## config.mk

```make
export PLATFORM = sky130hd
export DESIGN_NAME = lmsp_alu
export DESIGN_NICKNAME = d
export VERILOG_FILES = /design/src/rtl/lmsp_pkg.sv /design/src/rtl/lmsp_alu.sv
export SDC_FILE = /design/constraint.sdc
export NUM_CORES = 1
export LEC_CHECK = 0
export BUFFER_PORTS_ARGS = -buffer_cell sky130_fd_sc_hd__buf_2
export CAP_MARGIN = 25
export CORE_MARGIN = 4
export CORE_UTILIZATION = 55
export CTS_CLUSTER_SIZE = 30
export DETAILED_ROUTE_END_ITERATION = 6
export HOLD_SLACK_MARGIN = 0.15
export PLACE_DENSITY = 0.78
export SLEW_MARGIN = 20
export SYNTH_ARGS = -nofsm -noshare
export SYNTH_HDL_FRONTEND = slang
export SYNTH_SLANG_ARGS = --single-unit
```

## constraint.sdc

```tcl
create_clock -name clk_i -period 4.3 [get_ports clk_i]
set_clock_uncertainty 0.1 [all_clocks]
set_input_delay 1.29 -clock clk_i [delete_from_list [all_inputs] [get_ports clk_i]]
set_output_delay 1.29 -clock clk_i [all_outputs]
set_load 0.02 [all_outputs]
```

## src/rtl/lmsp_pkg.sv

```systemverilog
// Package for the linear move step planner: shared types, codes and constants.
// Used by lmsp_alu and linear_move_step_planner_unit; depends on nothing else.
`default_nettype none

package lmsp_pkg;

  localparam int unsigned NumAxes  = 4;
  localparam int unsigned WordW    = 32;
  localparam int unsigned CountW   = 6;
  localparam int unsigned ResW     = 65;
  localparam int unsigned RateNumW = 49;
  localparam int unsigned InDataW  = 168;
  localparam int unsigned OutDataW = 264;

  // Reset values of the configuration registers.
  localparam logic [31:0] StepLenReset = 32'd655;
  localparam logic [31:0] XyMaxReset   = 32'd196608000;
  localparam logic [31:0] ZeMaxReset   = 32'd39321600;

  // Iteration counts of the shared unit.
  localparam logic [CountW-1:0] LenStepDiv = 6'd32;
  localparam logic [CountW-1:0] LenWideDiv = 6'd49;
  localparam logic [CountW-1:0] LenMul     = 6'd32;
  localparam logic [CountW-1:0] LenSqrt    = 6'd32;

  // Configuration register indexes.
  localparam logic [2:0] CfgXStep = 3'd0;
  localparam logic [2:0] CfgYStep = 3'd1;
  localparam logic [2:0] CfgZStep = 3'd2;
  localparam logic [2:0] CfgEStep = 3'd3;
  localparam logic [2:0] CfgXMax  = 3'd4;
  localparam logic [2:0] CfgYMax  = 3'd5;
  localparam logic [2:0] CfgZMax  = 3'd6;
  localparam logic [2:0] CfgEMax  = 3'd7;

  // Motion mode codes.
  localparam logic [1:0] ModeRapid  = 2'd0;
  localparam logic [1:0] ModeLinear = 2'd1;

  typedef enum logic [1:0] {
    OP_DIV,
    OP_SQRT,
    OP_MUL
  } alu_op_e;

  typedef enum logic [2:0] {
    ST_IDLE,
    ST_STEP,
    ST_SQR,
    ST_ROOT,
    ST_COS,
    ST_FEED,
    ST_RATE,
    ST_FINISH
  } plan_state_e;

  typedef struct packed {
    logic              start;
    alu_op_e           op;
    logic [CountW-1:0] len;
  } alu_req_t;

  typedef struct packed {
    logic busy;
    logic done;
  } alu_rsp_t;

endpackage

`default_nettype wire

```

## src/rtl/lmsp_alu.sv

```systemverilog
// Shared iterative arithmetic unit: restoring divide, square root and
// saturating shift-add multiply, one bit of result per cycle. Uses lmsp_pkg.
`default_nettype none

module lmsp_alu (
  input  wire logic                         clk_i,
  input  wire logic                         rst_ni,
  input  wire lmsp_pkg::alu_req_t           req_i,
  input  wire logic [63:0]                  opx_i,   // dividend, radicand or multiplier, MSB aligned
  input  wire logic [63:0]                  opd_i,   // divisor or multiplicand
  output lmsp_pkg::alu_rsp_t                rsp_o,
  output logic [lmsp_pkg::ResW-1:0]         res_o
);

  logic                          busy_q, done_q;
  lmsp_pkg::alu_op_e             op_q;
  logic [lmsp_pkg::CountW-1:0]   cnt_q;
  logic [63:0]                   x_q, d_q;
  logic [40:0]                   rem_q;
  logic [lmsp_pkg::ResW-1:0]     res_q;

  logic [40:0] div_sh, div_dv, sq_sh, sq_trial;
  logic        div_ge, sq_ge;
  logic [66:0] mul_sum;

  // One iteration of each operation.
  always_comb begin
    div_sh   = {rem_q[39:0], x_q[63]};
    div_dv   = {1'b0, d_q[39:0]};
    div_ge   = (div_sh >= div_dv);
    sq_sh    = {rem_q[38:0], x_q[63:62]};
    sq_trial = {5'b0, res_q[33:0], 2'b01};
    sq_ge    = (sq_sh >= sq_trial);
    mul_sum  = {1'b0, res_q, 1'b0} + {3'b0, (x_q[63] ? d_q : 64'd0)};
  end

  // Control: a request loads the operands and runs len iterations.
  always_ff @(posedge clk_i or negedge rst_ni) begin
    if (!rst_ni) begin
      busy_q <= 1'b0;
      done_q <= 1'b0;
      cnt_q  <= '0;
      op_q   <= lmsp_pkg::OP_DIV;
    end else begin
      done_q <= 1'b0;
      if (req_i.start) begin
        busy_q <= 1'b1;
        op_q   <= req_i.op;
        cnt_q  <= req_i.len - 6'd1;
      end else if (busy_q) begin
        cnt_q <= cnt_q - 6'd1;
        if (cnt_q == '0) begin
          busy_q <= 1'b0;
          done_q <= 1'b1;
        end
      end
    end
  end

  // Datapath registers.
  always_ff @(posedge clk_i) begin
    if (req_i.start) begin
      x_q   <= opx_i;
      d_q   <= opd_i;
      rem_q <= '0;
      res_q <= '0;
    end else if (busy_q) begin
      case (op_q)
        lmsp_pkg::OP_DIV: begin
          x_q   <= {x_q[62:0], 1'b0};
          rem_q <= div_ge ? (div_sh - div_dv) : div_sh;
          res_q <= {res_q[63:0], div_ge};
        end
        lmsp_pkg::OP_SQRT: begin
          x_q   <= {x_q[61:0], 2'b00};
          rem_q <= sq_ge ? (sq_sh - sq_trial) : sq_sh;
          res_q <= {res_q[63:0], sq_ge};
        end
        lmsp_pkg::OP_MUL: begin
          x_q   <= {x_q[62:0], 1'b0};
          // Saturate at 2^64, far above any clamp limit.
          res_q <= (mul_sum[66:64] != 3'd0) ? {1'b1, 64'd0} : mul_sum[64:0];
        end
        default: begin
          res_q <= res_q;
        end
      endcase
    end
  end

  assign rsp_o.busy = busy_q;
  assign rsp_o.done = done_q;
  assign res_o      = res_q;

endmodule

`default_nettype wire

```

==> results.txt <==
The run finished with clean final reports. The tools report the leakage power figure as 9.74 nW. The overall die area was 0.0372 sq mm; the placement-stage worst setup slack was 0.0116 ns. The clock reaches the later pin of the worst-skew pair after 0.57 ns.

Cells with a size suffix above 1 make up 14.8% of the layout. Yosys printed 0 warnings. The max-cap violation count was 0. For the detailed-routing iteration count for the pre-antenna-repair pass, the log shows 5. The H-tree depth came out at 1.

Dividing the detail-routed wire length by the instance count gives 19.2 microns. Among all stages on the critical path, the largest delay is contributed by a211oi_4. The effective utilization at floorplan is 56.0%, and the netlist area before placement is 0.0188 sq mm.

Setup repair after global routing left no endpoint under its margin. For the final-layout setup total negative slack, the log shows 0 ns. Of the available clock period, the critical path in the final layout requires 95.0%. For the worst setup path, the data required time is 4.65 ns.

In this run the worst path has a maximum fanout of 22. Measured along the x axis, the die boundary spans 193 microns. The final net count is 2682. In the synthesized netlist, the cells that appear most often are 206 x nand2_1, 198 x nor2_1, 180 x o21ai_0. By startpoint and endpoint, the worst setup path is classified as reg -> reg. The number of clock buffers added by TritonCTS is 28. Remaining antenna violation count: 0. For the synthesized net count, the log shows 2501. The tools report the clock root buffer as clkbuf_16.

Setup slack closes at 0.217 ns. 206 I/O pins were placed. The finished cells cover 0.0215 sq mm. Of all flip-flops after synthesis, the portion carrying an async set or reset was 4.12%. For this block, the initial DRC count from the detailed router was 1479. The number of different library cells in the post-synthesis netlist came out at 91. The maximum number of pins on one net before global-route repair is 131, and the synthesized netlist cell count is 2215. After synthesis, the largest area contributor takes up 20.4% of total cell area. The final RePlAce weighted congestion was 0.962; the area overhead of the layout relative to synthesis was 14.3%. The initial antenna violation count was 3; the per-instance average area after synthesis was 8.49 sq um.

The number of vias per cell after detailed routing was 6.19. STA classifies the critical path startpoint as a flop. The total area inside the core boundary comes to 0.0336 sq mm. The first global-routing pass estimated 85900 microns of wire. VDD sags by at most 0.000398 V. Wires add up to 55100 microns. Based on the critical path, the design can be clocked at up to 0.245 GHz. Top cell type by total area after synthesis: edfxtp_1. Slew of the pin with the lowest slew margin: 1.01 ns. Traced cell by cell, the critical path runs through inv_4 -> buf_6 -> ha_1 -> nor2b_1 -> o21ai_0 -> a21boi_1 -> o32ai_1 -> o21ai_1 -> a31oi_1 -> a21bo_2 -> o21ai_1 -> a211oi_4 -> buf_4 -> buf_12 -> o21ai_0 -> a221o_1. Total routing usage reported by global routing: 28.2%.

In the synthesized netlist the dominant register cell turns out to be edfxtp_1. The number of remaining DRC errors is 0. The run gives 3 as the clock tree buffer depth.

STA classifies the critical path endpoint as a flop. The tools report the total half-perimeter wirelength after legalization and detailed placement as 41200 microns. The minimum setup slack among reg-to-reg paths is 0.22 ns. The logs give 0 for the number of hold violations in the final report and 4.44 ns for the arrival time reported for the critical path endpoint.

The logs give 0.0205 sq mm for the post-detailed-placement cell area and 67 for the row count. The die span in y was 193 microns; the total grt overflow was 0. The largest single stage delay on the critical path is 0.47 ns. The number of flops mapped to enable cells by yosys works out to 128. The most used standard cell by instance count after synthesis was nand2_1.

The total of flip-flops plus latches after synthesis works out to 243. The total power divided by cell area was 599 mW/mm^2. The number of buffers inserted by port buffering works out to 205. The run gives 0 as the total count of max-transition violations in the final report. Clock-pin slew was measured on the worst setup and hold paths at 0.07 ns. By area the synthesized netlist is led by edfxtp_1 20%, dfxtp_1 11%, ha_1 9.6%. The tools report the hold-fix buffer count after cts as 0.

Setup violations remaining at the end of the flow were counted as 0. The tightest min-delay check is of the reg -> reg type. TritonCTS built the clock tree. The sequential-to-total area share from yosys stat came out at 32.9%. The final route contains 17700 vias.

The number of global-route vias before repair is 16700. The normalized max-slew margin is 32.5%. Clock tree synthesis found a total of 243 sinks. Time the worst path needs with I/O delays and setup: 4.08 ns.
[logic make-up after synthesis]
group,Yosys count,synth area share (%)
mux,76,4.08
xor+xnor,134,6.24
flops,243,32.9
compound gates,728,26.0
buf+inv,238,5.00
simple gates,649,15.9
fa+ha+maj,147,9.86
[layer usage]
| metal | GRT usage [%] | up-vias | part of all wire [%] |
|---|---|---|---|
| li1 | - | 8543 | - |
| met1 | 40.5 | 8386 | 45 |
| met2 | 44.0 | 699 | 44 |
| met3 | 4.47 | 120 | 8.0 |
| met4 | 8.63 | 0 | 3.3 |
| met5 | 0 | - | 0 |
[registers in the layout (all words and copies together) (netlist names)]
register	cells
busy_q	1
cnt_q	6
d_q	64
done_q	1
op_q	2
rem_q	40
res_o	65
x_q	64
[metrics by stage]
| stage | total power, mW | util (%) | hold WS (ns) | std cells |
|---|---|---|---|---|
| after global routing | 13.8 | 64.0 | 0.446 | 2867 |
| after global placement | 10.1 | 61.0 | 0.397 | 2811 |
| after CTS | 12.8 | 63.8 | 0.418 | 2862 |
| final | 12.9 | 64.0 | 0.426 | 2867 |
| after floorplan | 8.41 | - | 0.372 | 2215 |
| after detailed placement | 10.2 | 61.0 | 0.406 | 2811 |
[cell usage in the layout, fill, tap and decap left out, types with 8 or more instances in the layout]
master / n
o211ai_1: 16
ha_1: 145
o21bai_1: 14
o21ai_1: 11
a21oi_1: 173
a21o_1: 81
clkbuf_16: 28
xor2_1: 63
dfxtp_1: 105
edfxtp_1: 128
o31ai_1: 9
a31oi_1: 20
nand3_1: 32
inv_1: 115
a221oi_1: 60
a221o_1: 23
xnor2_1: 71
and2_1: 39
dfrtp_1: 10
buf_4: 60
nor2_1: 195
nor4_1: 8
nand2b_1: 14
buf_2: 204
nor2b_1: 14
nand4_1: 22
and3_1: 21
nor3_1: 66
o21ai_0: 176
nand2_1: 204
a211oi_1: 40
o21a_1: 16
mux2i_1: 73
[path summary, 6_finish.rpt]
| kind | cells past startpoint | startpoint | endpoint |
|---|---|---|---|
| min in group asynchronous | 1 | rst_ni | cnt_q[4]$_DFFE_PN0P_ |
| max in group asynchronous | 1 | rst_ni | cnt_q[3]$_DFFE_PN0P_ |
| min | 2 | cnt_q[1]$_DFFE_PN0P_ | cnt_q[1]$_DFFE_PN0P_ |
| max reg2reg | 16 | x_q[63]$_DFFE_PP_ | rem_q[11]$_SDFFE_PP0P_ |
| max | 16 | x_q[63]$_DFFE_PP_ | rem_q[11]$_SDFFE_PP0P_ |
| min reg2reg | 2 | cnt_q[1]$_DFFE_PN0P_ | cnt_q[1]$_DFFE_PN0P_ |
[critical path: cells and delay by family (launching register included)]
kind / cells / cell delay [ns]
AOI/OAI and AO/OA: 10 / 2.40
adders and majority gates: 1 / 0.20
buffers and inverters: 4 / 0.75
DFF: 1 / 0.44
and+or+nand+nor: 1 / 0.05
[repair_timing]
| item | 4_1_cts | 5_1_grt |
|---|---|---|
| endpoints found under the hold margin | 0 | 0 |
| pin swaps | 0 | 3 |
| endpoints found under the setup margin | 1 | 72 |
| setup buffers | 0 | 3 |
| gates resized for setup | 1 | 13 |
[layout make-up]
cell class	count	area, sq um
Fill cell	2890	12100
Timing Repair Buffer	273	1640
Clock inverter	17	195
Inverter	116	438
Sequential cell	243	6200
Clock buffer	34	733
Multi-Input combinational cell	1734	11700
Tap cell	448	561
Antenna cell	2	5.00
[report_power, final]
part / total [mW] / internal, mW / switching, mW
clock network: 2.45 / 1.45 / 0.998
logic: 7.17 / 2.97 / 4.20
registers: 3.26 / 2.86 / 0.402
No activity file was read; power rests on OpenSTA's default activity.
